[src/rtl/double_to_decimal_text_core_assert.svh]
// Assertion macros for the decimal text formatter.
`ifndef DOUBLE_TO_DECIMAL_TEXT_CORE_ASSERT_SVH
`define DOUBLE_TO_DECIMAL_TEXT_CORE_ASSERT_SVH
`ifndef SYNTHESIS
`define DTD_ASSERT(label, clk, rst_n, prop) \
  label: assert property (@(posedge clk) disable iff (!rst_n) prop) else $error("%m failed");
`define DTD_ASSERT_NR(label, clk, prop) \
  label: assert property (@(posedge clk) prop) else $error("%m failed");
`else
`define DTD_ASSERT(label, clk, rst_n, prop)
`define DTD_ASSERT_NR(label, clk, prop)
`endif
`endif

[src/rtl/dtd_pkg.sv]
package dtd_pkg;
  localparam int FracDigits = 6;
  localparam int FracPow = 1000000;
  localparam int FracPowW = 20;
  localparam int TextMax = 32;
  localparam int TextIdxW = 5;
  localparam logic [7:0] ChN = 8'h4e;
  localparam logic [7:0] ChA = 8'h61;
  localparam logic [7:0] ChMinus = 8'h2d;
  localparam logic [7:0] ChDot = 8'h2e;
  localparam logic [7:0] ChZero = 8'h30;
  localparam logic [1:0] StOk = 2'd0;
  localparam logic [1:0] StFit = 2'd1;
  localparam logic [1:0] StRange = 2'd2;
  localparam logic [10:0] ExpMax = 11'h7ff;
  localparam logic [10:0] ExpBias = 11'd1023;

  typedef struct packed {
    logic [7:0] text_char;
    logic       last_char;
    logic [1:0] status;
  } dtd_word_t;

  typedef struct packed {
    logic        start;
    logic [63:0] whole;
  } dtd_conv_req_t;

  typedef struct packed {
    logic       busy;
    logic       done;
    logic [3:0] digit;
    logic       digit_valid;
    logic       last_digit;
  } dtd_conv_sts_t;
endpackage

[src/rtl/dtd_conv.sv]
// Shift-and-add-3 converter: 64 shifts of double dabble, then digits
// are read out most significant first, leading zeros skipped.
module dtd_conv
  import dtd_pkg::*;
(
  input  logic          clk,
  input  logic          rst_n,
  input  dtd_conv_req_t req,
  output dtd_conv_sts_t sts
);
  typedef enum logic [2:0] {
    C_IDLE = 3'b001,
    C_SHIFT = 3'b010,
    C_OUT = 3'b100
  } cstate_t;

  cstate_t     st_r, st_nxt;
  logic [63:0] bin_r, bin_nxt;
  logic [79:0] bcd_r, bcd_nxt;
  logic [6:0]  cnt_r, cnt_nxt;
  logic [4:0]  pos_r, pos_nxt;
  logic        seen_r, seen_nxt;
  logic [79:0] adj;
  logic [3:0]  cur;

  always_comb begin
    for (int k = 0; k < 20; k++) begin
      adj[k*4 +: 4] = (bcd_r[k*4 +: 4] >= 4'd5) ? bcd_r[k*4 +: 4] + 4'd3
                                                : bcd_r[k*4 +: 4];
    end
  end

  assign cur = bcd_r[pos_r*4 +: 4];

  always_comb begin
    st_nxt = st_r;
    bin_nxt = bin_r;
    bcd_nxt = bcd_r;
    cnt_nxt = cnt_r;
    pos_nxt = pos_r;
    seen_nxt = seen_r;
    sts.digit = cur;
    sts.digit_valid = 1'b0;
    sts.last_digit = (pos_r == 5'd0);
    sts.done = 1'b0;
    case (st_r)
      C_IDLE: begin
        if (req.start) begin
          bin_nxt = req.whole;
          bcd_nxt = '0;
          cnt_nxt = '0;
          st_nxt = C_SHIFT;
        end
      end
      C_SHIFT: begin
        {bcd_nxt, bin_nxt} = {adj[78:0], bin_r, 1'b0};
        cnt_nxt = cnt_r + 7'd1;
        if (cnt_r == 7'd63) begin
          st_nxt = C_OUT;
          pos_nxt = 5'd19;
          seen_nxt = 1'b0;
        end
      end
      C_OUT: begin
        sts.digit_valid = seen_r || (cur != 4'd0) || (pos_r == 5'd0);
        if (sts.digit_valid) seen_nxt = 1'b1;
        pos_nxt = pos_r - 5'd1;
        if (pos_r == 5'd0) begin
          sts.done = 1'b1;
          st_nxt = C_IDLE;
        end
      end
      default: st_nxt = C_IDLE;
    endcase
    sts.busy = (st_r != C_IDLE);
  end

  always_ff @(posedge clk) begin
    if (!rst_n) begin
      st_r <= C_IDLE;
    end else begin
      st_r <= st_nxt;
    end
    bin_r <= bin_nxt;
    bcd_r <= bcd_nxt;
    cnt_r <= cnt_nxt;
    pos_r <= pos_nxt;
    seen_r <= seen_nxt;
  end
endmodule

[config.mk]
export PLATFORM = sky130hd
export DESIGN_NAME = dtd_conv
export DESIGN_NICKNAME = d
export VERILOG_FILES = /design/src/rtl/double_to_decimal_text_core_assert.svh /design/src/rtl/dtd_pkg.sv /design/src/rtl/dtd_conv.sv
export SDC_FILE = /design/constraint.sdc
export NUM_CORES = 1
export LEC_CHECK = 0
export BUFFER_PORTS_ARGS = -buffer_cell sky130_fd_sc_hd__buf_4
export CORE_UTILIZATION = 39
export DETAILED_ROUTE_END_ITERATION = 8
export SYNTH_ARGS = -nofsm -noshare
export SYNTH_HDL_FRONTEND = slang
export SYNTH_SLANG_ARGS = --single-unit
[constraint.sdc]
create_clock -name clk -period 24.3 [get_ports clk]
set_input_delay 1.215 -clock clk [delete_from_list [all_inputs] [get_ports clk]]
set_output_delay 1.215 -clock clk [all_outputs]
set_load 0.1 [all_outputs]
==> results of run 1 <==
-- kinds of logic (layout without fill, tap and decap cells) --
| logic type | count (synthesis) | in the layout |
|---|---|---|
| compound gates | 101 | 101 |
| fa+ha+maj | 42 | 42 |
| simple gates | 408 | 408 |
| flops | 160 | 160 |
| xor+xnor | 45 | 45 |
| mux | 32 | 32 |
| buf+inv | 75 | 154 |
-- layer usage --
| metal | vias up | track usage, % | wire [microns] |
|---|---|---|---|
| li1 | 3070 | - | - |
| met2 | 126 | 23.8 | 8030 |
| met4 | 0 | 4.48 | 166 |
| met5 | - | 0 | 0 |
| met1 | 2829 | 21.3 | 8270 |
| met3 | 12 | 4.36 | 948 |
-- cells in the mapped netlist, drive strengths merged --
| cell type | instances |
|---|---|
| a21boi | 2 |
| a21oi | 65 |
| a22oi | 7 |
| a31oi | 1 |
| and2 | 5 |
| and3 | 2 |
| buf | 8 |
| clkbuf | 23 |
| dfxtp | 3 |
| edfxtp | 157 |
| ha | 42 |
| inv | 44 |
| mux2 | 2 |
| mux2i | 18 |
| mux4 | 12 |
| nand2 | 243 |
| nand2b | 21 |
| nand3 | 6 |
| nand3b | 1 |
| nor2 | 96 |
| nor2b | 2 |
| nor3 | 20 |
| nor3b | 4 |
| nor4 | 2 |
| o211ai | 3 |
| o21ai | 22 |
| o221a | 1 |
| or2 | 2 |
| or2b | 1 |
| or3 | 2 |
| or3b | 1 |
| xnor2 | 23 |
| xor2 | 22 |
-- tightest hold or removal path: cells and delay by family (launching register included) --
| kind | cells | cell delay [ns] |
|---|---|---|
| flip-flops | 1 | 0.32 |
| AND/OR/NAND/NOR | 2 | 0.09 |
-- state kept, by name, summed over array words and instances (netlist names) --
| signal | cells |
|---|---|
| seen_r | 1 |
| bin_r | 64 |
| cnt_r | 7 |
| st_r | 3 |
| bcd_r | 80 |
| pos_r | 5 |
-- power by group through the flow --
| stage | clock, mW | sequential, mW | combinational [mW] |
|---|---|---|---|
| final | 0.281 | 0.349 | 0.0854 |
| after global routing | 0.296 | 0.353 | 0.0975 |
| after CTS | 0.286 | 0.350 | 0.0870 |
| after detailed placement | 0 | 0.355 | 0.0864 |
| after global placement | 0 | 0.355 | 0.0848 |
| after floorplan | 0 | 0.361 | 0.0635 |
-- area by class of cell --
| type | instances | area, sq um |
|---|---|---|
| clock buffers | 17 | 425 |
| clock inverters | 14 | 179 |
| fillers | 2082 | 11700 |
| inverters | 44 | 165 |
| multi-input cells | 628 | 3680 |
| flip-flops and latches | 160 | 4770 |
| well taps | 280 | 350 |
| repair buffers | 79 | 593 |
-- worst min path at each step --
stage | to | slack [ns] | start | depth (start not counted)
after floorplan | st_r[2]$_SDFFE_PN0P_ | 0.47 | st_r[0]$_SDFFE_PN1P_ | 1
after global placement | bin_r[17]$_DFFE_PP_ | 0.49 | bin_r[16]$_DFFE_PP_ | 2
after detailed placement | bin_r[12]$_DFFE_PP_ | 0.50 | bin_r[11]$_DFFE_PP_ | 2
after CTS | bin_r[1]$_DFFE_PP_ | 0.52 | bin_r[0]$_SDFFCE_PP0P_ | 2
after global routing | bin_r[49]$_DFFE_PP_ | 0.53 | bin_r[48]$_DFFE_PP_ | 2
final | bin_r[30]$_DFFE_PP_ | 0.51 | bin_r[29]$_DFFE_PP_ | 2
==> summary.md, run 1 <==
| Metric | Value |
|---|---|
| Outcome | `completed` |
| Type of origin of the critical path | `flip-flop` |
| Max VDD drop | `0.0422 mV` |
| I/O pins | `75` |
| Unrepaired setup endpoints after global routing | `no` |
| First drt pass iteration count | `5` |
| Final setup margin | `20.19 ns` |
| Ant diodes | `0` |
| Crit path cell chain | `buf_4, mux4_1, mux2_2, nand2_1, o211ai_2, nor4_2, a21oi_1, buf_4` |
| Place WS | `20.08 ns` |
| DR vias/cell | `4.94` |
| Crit end category | `output port` |
| Final setup skew | `0.0135 ns` |
| Hold/Removal Path Class | `reg2reg` |
| Mean area per synthesized cell | `10.1 sq um` |
| Number of buffers created by CTS | `17` |
| Row count | `54` |
| Reg2reg end | `bcd_r[42]$_SDFFCE_PN0P_` |
| Synth Warn # | `0` |
| Setup TNS | `0 ns` |
| Worst skew pair latency | `0.43 ns` |
| GRT Total Usage | `15.5%` |
| Final HPWL DP | `11.6 mm` |
| Die Y | `152 microns` |
| Final core occ | `46.5%` |
| CP Buf/Inv Count | `2` |
| Post-synthesis adder-cell area fraction | `6.00%` |
| Initial drt markers | `340` |
| Compound-Gate Fraction of Synth Area | `6.26%` |
| Final min period | `4.11 ns` |
| Area grow syn2layout | `16.1%` |
| Inst Count DP | `1191` |
| Die ar. | `0.0231 sq mm` |
| Most used cells in the layout excluding fill and tap cells | `nand2_1 (241), edfxtp_1 (157), nor2_1 (96)` |
| Reg2Reg Depth | `4` |
| Root Buffer | `clkbuf_16` |
| Worst path max stage delay | `0.63 ns` |
| Hold_buf cts | `0` |
| Critical-path top delay cell | `mux4_1` |
| Clock network fraction of total power | `39.3%` |
| Nets | `1039` |
| Hold slack | `0.511 ns` |
| DRT Wirelength | `17.4 mm` |
| Final Cell Area | `0.0102 sq mm` |
| Critical Path AT | `2.90 ns` |
| Final Max Tran Viols | `0` |
| Initial antenna violation count | `0` |
| Post-Syn Area | `0.00876 sq mm` |
| Initial Util | `40.0%` |
| Largest delay share family, worst path | `multiplexers` |
| Critical Path RT | `23.08 ns` |
| Power share of the sequential group | `48.8%` |
| Synth cell types | `42` |
| Xor-xnor portion of the synthesized cell area | `4.50%` |
| Largest net degree at the start of global routing | `81` |
| Crit Path Category | `reg2out` |
| Max Clk Rate | `243 MHz` |
| Most common cell after layout, fill and taps aside | `nand2_1` |
| Worst-path fanout max | `31` |
| Global route overflow | `0` |
| Via count | `6037` |
| Hold Vio Cnt, Final | `0` |
| Max Root-Sink Buffers | `2` |
| Worst-path clk slew | `0.07 ns` |
| Setup bufs post-CTS | `0` |
| Post-DR wirelength/cell | `14.3 microns` |
| Power density over the cells | `70.4 mW/mm^2` |
| Worst r2r src | `st_r[1]$_SDFFE_PN0P_` |
| Mux cell area share after synthesis | `5.73%` |
| DRC | `0` |
| Die width | `152 microns` |
| Post-synth top area cell | `edfxtp_1` |
| Main combinational cell family by area after synthesis | `simple AND/OR/NAND/NOR gates` |
| Start point of the critical path | `pos_r[0]$_SDFFCE_PN1P_` |
| Total chip power | `0.716 mW` |
| Non-filler cells, final | `1222` |
| FF-to-FF setup slack | `20.73 ns` |
| Critical Path Sink | `sts[1]` |
| Gate power share | `11.9%` |
| Net Sw Power | `0.185 mW` |
| Number of synthesized register bits | `160` |
| CTS resizes | `0` |
| Vias in the first global route | `5700` |
| Core Box Area | `0.0219 sq mm` |
| Sequential area share after synthesis | `54.5%` |
| Post-Synth Simple-Gate Area | `19.3%` |
| Antenna Violating Nets Remaining | `0` |
| Cell Area, Placed | `0.00956 sq mm` |
| Final period utilization | `16.9%` |
| Yosys top cell area share | `53.8%` |
| Final setup fails | `0` |
| Crit path top cell by count | `buf_4` |
| Placer Congestion | `0.792` |
| First-pass GRT wire length | `28.8 mm` |
| Syn Nets | `972` |
| Fraction of layout cells with a size suffix above 1 | `13.4%` |
| Worst-Margin Slew | `1.04 ns` |
| Crit path depth | `8` |
| CTS tree | `built` |
| Max transition margin | `30.8%` |
| LEAKAGE | `4.09 nW` |
| Max_cap viols | `0` |
| Cells after Synth | `863` |
| Port bufs | `74` |
| Switching share of total power | `25.9%` |
| Internal | `0.531 mW` |
| H-tree levels | `4` |
| Main area contributors after synthesis | `edfxtp_1 (54%), nand2_1 (10%), ha_1 (6.0%), nor2_1 (4.1%), a21oi_1 (3.7%)` |
| Clk sinks | `160` |
Note: power is estimated with default switching activity, not from simulation.
==> inputs of run 2 (changes only) <==
- clock period: 24.3 -> 4 ns (I/O delays scaled with it)
==> run 2 against run 1 <==
Net effect:
- via count grew 0.65%
- hold slack lost 0.48 ns
- combinational power increased to 6.1 times the previous value
- non-clock buffer count grew 1
- die area unchanged
- worst setup slack worse by 19 ns
- utilization is 0.20 points higher
- design area grew 0.43%
- sequential cell count stayed put
- wire length up 0.36%
- clock power increased to 6.2 times the previous value
- first-iteration DRC count rose by 18%
==> summary.md, run 2 (synthesis gave the netlist of run 1 again) <==
| Metric | Value |
|---|---|
| Root Buffer | `clkbuf_16` |
| Die ar. | `0.0231 sq mm (unchanged)` |
| First drt pass iteration count | `4 (-1)` |
| Worst-Margin Slew | `1.06 ns (+0.0188 ns)` |
| Final Cell Area | `0.0102 sq mm (+0.43%)` |
| Hold Vio Cnt, Final | `0 (unchanged)` |
| DRC | `0 (unchanged)` |
| Initial antenna violation count | `0 (unchanged)` |
| Most used cells in the layout excluding fill and tap cells | `nand2_1 (241), edfxtp_1 (157), nor2_1 (96)` |
| Max_cap viols | `0 (unchanged)` |
| Total chip power | `4.38 mW (+510%)` |
| LEAKAGE | `4.11 nW (+0.56%)` |
| Initial drt markers | `400 (+18%)` |
| Outcome | `completed` |
| Final min period | `3.21 ns` |
| WL met2 | `8.12 mm (+1.2%)` |
| Area grow syn2layout | `16.6%` |
| Biggest register | `bcd_r` |
| Clk sinks | `160 (unchanged)` |
| Cell Area, Placed | `0.00958 sq mm (+0.20%)` |
| DR vias/cell | `4.97 (+0.56%)` |
| Largest registers | `bcd_r x80, bin_r x64, cnt_r x7` |
| Critical Path RT | `3.80 ns (-19.28 ns)` |
| Highest routing layer actually used | `met4` |
| Critical Path AT | `3.01 ns (+0.11 ns)` |
| Final setup skew | `0.00942 ns (-0.00408 ns)` |
| Worst-path clk slew | `0.07 ns (about the same)` |
| Crit end category | `output port` |
| Final Max Tran Viols | `0 (unchanged)` |
| Number of buffers created by CTS | `17 (unchanged)` |
| Setup TNS | `0 ns (unchanged)` |
| Antenna Violating Nets Remaining | `0 (unchanged)` |
| H-tree levels | `4 (unchanged)` |
| Initial Util | `40.0% (unchanged)` |
| Placer Congestion | `0.782 (-1.2%)` |
| Most common cell after layout, fill and taps aside | `nand2_1` |
| Port bufs | `74 (unchanged)` |
| Max Clk Rate | `312 MHz` |
| Metal3 WL | `986 microns (+4.0%)` |
| Die width | `152 microns (unchanged)` |
| Via count | `6076 (+0.65%)` |
| Max Root-Sink Buffers | `2 (unchanged)` |
| Worst skew pair latency | `0.43 ns (about the same)` |
| Max transition margin | `29.5% (-1.3 points)` |
| GRT Total Usage | `15.6% (+0.098 points)` |
| WL met1 | `8.25 mm (-0.22%)` |
| First-pass GRT wire length | `29.2 mm (+1.4%)` |
| Unrepaired setup endpoints after global routing | `no` |
| Hold/Removal Path Class | `in2reg` |
| DRT Wirelength | `17.5 mm (+0.36%)` |
| Max VDD drop | `0.253 mV (+500%)` |
| Largest net degree at the start of global routing | `96 (+19%)` |
| Die Y | `152 microns (unchanged)` |
| Nets | `1040 (+0.096%)` |
| CTS tree | `built` |
| Global route overflow | `0 (unchanged)` |
| Power density over the cells | `429 mW/mm^2 (+510%)` |
| I/O pins | `75 (unchanged)` |
| Type of origin of the critical path | `flip-flop` |
| Vias in the first global route | `5825 (+2.2%)` |
| Inst Count DP | `1191 (unchanged)` |
| Worst-path fanout max | `19 (-39%)` |
| Final period utilization | `80.2%` |
| Non-filler cells, final | `1223 (+0.082%)` |
| Post-DR wirelength/cell | `14.3 microns (+0.27%)` |
| Max FFs per register | `80 (unchanged)` |
| Fraction of layout cells with a size suffix above 1 | `13.6% (+0.20 points)` |
| Row count | `54 (unchanged)` |
| Final HPWL DP | `11.6 mm (+0.51%)` |
| Final setup fails | `0 (unchanged)` |
| Crit Path Category | `reg2out` |
| CTS resizes | `0 (unchanged)` |
| Core Box Area | `0.0219 sq mm (unchanged)` |
| Final core occ | `46.7% (+0.20 points)` |
| Ant diodes | `0 (unchanged)` |
[run 2: power by group]
group	switching, mW	internal, mW	leakage [nW]
combinational	0.304	0.219	2.25
sequential	0.109	2.02	1.56
clock	0.727	1.00	0.305
[run 2: final cells by class]
| cell class | count | area (sq um) |
|---|---|---|
| clock buffers | 17 | 425 |
| clock inverters | 14 | 194 |
| fillers | 2092 | 11700 |
| inverters | 44 | 165 |
| multi-input cells | 628 | 3690 |
| flip-flops and latches | 160 | 4770 |
| well taps | 280 | 350 |
| repair buffers | 80 | 616 |
[run 2: through the flow]
step | hold WS (ns) | worst slack [ns]
global placement | 0.413 | 1.31
detailed placement | 0.421 | 1.24
floorplan | 0.276 | 0.0232
CTS | 0.0149 | 0.786
finish | 0.0316 | 0.791
global route | 0.0212 | 0.650
[run 2: what timing repair did]
action,4_1_cts,5_1_grt
buffers inserted,0,0
endpoints found under the hold margin,1,0
hold buffers,1,0
[run 2: routing by layer]
layer	vias up	global-route usage [%]
met2	129	24.1
met4	0	3.19
met3	10	4.79
met1	2868	21.6
li1	3069	-
met5	-	0
[run 2: final timing paths]
kind | from | endpoint | slack [ns] | cells past startpoint
max | pos_r[0]$_SDFFCE_PN1P_ | sts[1] | 0.79 | 7
min | req[15] | bin_r[15]$_DFFE_PP_ | 0.03 | 3
min reg2reg | bin_r[52]$_DFFE_PP_ | bin_r[53]$_DFFE_PP_ | 0.51 | 2
max reg2reg | pos_r[0]$_SDFFCE_PN1P_ | seen_r$_DFFE_PP_ | 1.37 | 6
[run 2: critical path: stages, from the launching register on]
cell and delay, ns:
edfxtp_1 0.73, buf_4 0.41, mux4_1 0.60, mux2i_1 0.15, o211ai_1 0.11, nor2_1 0.22
a21oi_2 0.10, buf_4 0.25
==> inputs of run 3 (changes only) <==
- ABC_AREA: unset -> 1
- clock period: 4 -> 3.2 ns (I/O delays scaled with it)
==> run 3 against run 2 <==
Net effect:
- register-to-register slack got worse by 0.45 ns
- first-iteration DRC count rose by 8.5%
- largest cell class unchanged
- critical endpoint unchanged
- combinational power rose by 69%
- via count rose by 14%
==> summary.md, run 3 <==
| Metric | Value |
|---|---|
| Outcome | `completed` |
| Type of origin of the critical path | `flip-flop` |
| FF-to-FF setup slack | `0.92 ns (-0.45 ns)` |
| Power density over the cells | `533 mW/mm^2 (+24%)` |
| GRT Total Usage | `16.9% (+1.3 points)` |
| Internal | `4.16 mW (+29%)` |
| Hold/Removal Path Class | `in2reg` |
| First drt pass iteration count | `5 (+1)` |
| H-tree levels | `4 (unchanged)` |
| Ant diodes | `0 (unchanged)` |
| Main synth FF type | `edfxtp_1` |
| Final HPWL DP | `12.2 mm (+5.0%)` |
| Port bufs | `74 (unchanged)` |
| Most instantiated cells after synthesis | `nand2_1 (339), edfxtp_1 (157), inv_1 (118)` |
| Max VDD drop | `0.385 mV (+52%)` |
| DRC | `0 (unchanged)` |
| Most used cells in the layout excluding fill and tap cells | `nand2_1 (338), edfxtp_1 (157), inv_1 (117)` |
| Setup bufs post-CTS | `0 (unchanged)` |
| Max Clk Rate | `355 MHz` |
| Yosys top cell area share | `53.0% (-0.88 points)` |
| Number of synthesized register bits | `160 (unchanged)` |
| Final setup skew | `0.00935 ns (-0.0000728 ns)` |
| Synth async-reset ratio | `0% (unchanged)` |
| Final setup margin | `0.380 ns (-0.411 ns)` |
| Clock network fraction of total power | `37.5% (-2.0 points)` |
| Initial Util | `40.3% (+0.29 points)` |
| Inst Count DP | `1357 (+14%)` |
| Initial drt markers | `434 (+8.5%)` |
| Filler cell count in the final layout | `2036 (-2.7%)` |
| Fraction of layout cells with a size suffix above 1 | `10.9% (-2.7 points)` |
| Vias in the first global route | `6632 (+14%)` |
| Worst skew pair latency | `0.43 ns (about the same)` |
| Final core occ | `49.2% (+2.5 points)` |
| Switching share of total power | `28.1% (+2.0 points)` |
| Most common cell in the netlist | `nand2_1` |
| Reg2reg end | `bcd_r[58]$_SDFFCE_PN0P_` |
| Placer Congestion | `0.808 (+3.3%)` |
| CTS resizes | `0 (unchanged)` |
| Max Root-Sink Buffers | `2 (unchanged)` |
| Largest registers | `bcd_r x80, bin_r x64, cnt_r x7` |
| Die Y | `153 microns (+0.82%)` |
| Critical Path RT | `3.04 ns (-0.76 ns)` |
| Non-filler cells, final | `1440 (+18%)` |
| Max_cap viols | `0 (unchanged)` |
| Post-Syn Area | `0.00890 sq mm (+1.7%)` |
| Crit Path Category | `reg2out` |
| Hold Vio Cnt, Final | `0 (unchanged)` |
| Most common cell after layout, fill and taps aside | `nand2_1` |
| Nets | `1256 (+21%)` |
| Main area contributors after synthesis | `edfxtp_1 (53%), nand2_1 (14%), ha_1 (5.9%), inv_1 (5.0%), o21ai_0 (4.4%)` |
| Final Cell Area | `0.0109 sq mm (+6.4%)` |
| Unrepaired setup endpoints after global routing | `no` |
| Final min period | `2.82 ns` |
| First-pass GRT wire length | `31.9 mm (+8.9%)` |
| Synth Warn # | `0 (unchanged)` |
| DRT Wirelength | `18.9 mm (+7.9%)` |
| Final period utilization | `88.1%` |
| CTS tree | `built` |
| Die ar. | `0.0234 sq mm (+1.6%)` |
| Synth cell types | `27 (-36%)` |
| Largest net degree at the start of global routing | `93 (-3.1%)` |
| Gate power share | `15.2% (+3.3 points)` |
| Worst-path fanout max | `35 (+16)` |
| Cell Area, Placed | `0.00973 sq mm (+1.6%)` |
| Row count | `54 (unchanged)` |
| Total chip power | `5.79 mW (+32%)` |
| Final setup fails | `0 (unchanged)` |
| Via count | `6908 (+14%)` |
| Final Max Tran Viols | `0 (unchanged)` |
| Global route overflow | `0 (unchanged)` |
| Worst r2r src | `st_r[2]$_SDFFE_PN0P_` |
| Post-DR wirelength/cell | `13.1 microns (-8.4%)` |
| LEAKAGE | `4.76 nW (+16%)` |
| Die width | `153 microns (+0.82%)` |
| Mean area per synthesized cell | `8.63 sq um (-15%)` |
| Core Box Area | `0.0221 sq mm (+0.93%)` |
| Clk sinks | `160 (unchanged)` |
| I/O pins | `75 (unchanged)` |
| Max FFs per register | `80 (unchanged)` |
| Cells after Synth | `1031 (+19%)` |
| Syn Nets | `1140 (+17%)` |
| Worst-path clk slew | `0.07 ns (about the same)` |
| Power share of the sequential group | `47.2% (-1.4 points)` |
| Antenna Violating Nets Remaining | `0 (unchanged)` |
| DR vias/cell | `4.80 (-3.4%)` |
| Worst-Margin Slew | `0.883 ns (-0.174 ns)` |
| Root Buffer | `clkbuf_16` |
| Net Sw Power | `1.62 mW (+43%)` |
| Hold slack | `0.0114 ns (-0.0202 ns)` |
| Hold_buf cts | `51 (+50)` |
| Max transition margin | `41.1% (+12 points)` |
| Number of buffers created by CTS | `17 (unchanged)` |
| Post-synth EDFFs | `157 (unchanged)` |
| Setup TNS | `0 ns (unchanged)` |
| Critical Path AT | `2.66 ns (-0.35 ns)` |
| Biggest register | `bcd_r` |
| Place WS | `0.811 ns (-0.432 ns)` |
| Initial antenna violation count | `0 (unchanged)` |
| Start point of the critical path | `pos_r[0]$_SDFFCE_PN1P_` |
| Post-synth top area cell | `edfxtp_1` |
| Reg2Reg Depth | `4 (-2)` |
| Critical Path Sink | `sts[1]` |
| Sequential area share after synthesis | `53.6% (-0.89 points)` |
| Crit end category | `output port` |
| Area grow syn2layout | `22.0%` |
[run 3: cell type report]
class / instances / area [sq um] / area share (%)
Tap cell: 280 / 350 / 3.23
Timing Repair Buffer: 134 / 1150 / 10.6
Multi-Input combinational cell: 715 / 3520 / 32.4
Clock inverter: 15 / 194 / 1.79
Sequential cell: 160 / 4770 / 44.0
Clock buffer: 17 / 425 / 3.92
Inverter: 119 / 448 / 4.12
[run 3: worst max-delay path: stages, from the launching register on]
cell      delay, ns
edfxtp_1       0.51
inv_2          0.47
ha_1           0.26
nand2_1        0.11
nor3_4         0.16
or2_2          0.14
nor2_1         0.04
nand3_1        0.07
nand2_1        0.08
inv_1          0.10
buf_4          0.29
[run 3: metal layers]
layer	wire length (microns)	track usage, %	vias up
met3	722	3.77	16
li1	-	-	3612
met2	8670	27.0	129
met1	9230	22.7	3151
met5	0	0	-
met4	234	5.15	0
[run 3: power groups by stage]
stage          registers, mW  clock network, mW  logic (mW)
2_1_floorplan           2.75                  0       0.593
3_3_place_gp            2.77                  0       0.826
3_5_place_dp            2.78                  0       0.836
4_1_cts                 2.74               2.23       0.892
5_1_grt                 2.76               2.29        1.01
6_report                2.73               2.17       0.882
[run 3: how the worst min path moves through the flow]
stage / from / to / cells after the start
floorplan: rst_n / st_r[0]$_SDFFE_PN1P_ / 1
global placement: rst_n / st_r[0]$_SDFFE_PN1P_ / 2
detailed placement: rst_n / st_r[0]$_SDFFE_PN1P_ / 2
CTS: req[3] / bin_r[3]$_DFFE_PP_ / 3
global route: req[44] / bin_r[44]$_DFFE_PP_ / 3
finish: req[46] / bin_r[46]$_DFFE_PP_ / 3
[run 3: cell families after synthesis]
group | after synthesis | synth area share [%]
simple gates | 493 | 21.9
flops | 160 | 53.6
compound gates | 159 | 9.32
buf+inv | 156 | 7.18
fa+ha+maj | 42 | 5.90
xor+xnor | 21 | 2.07
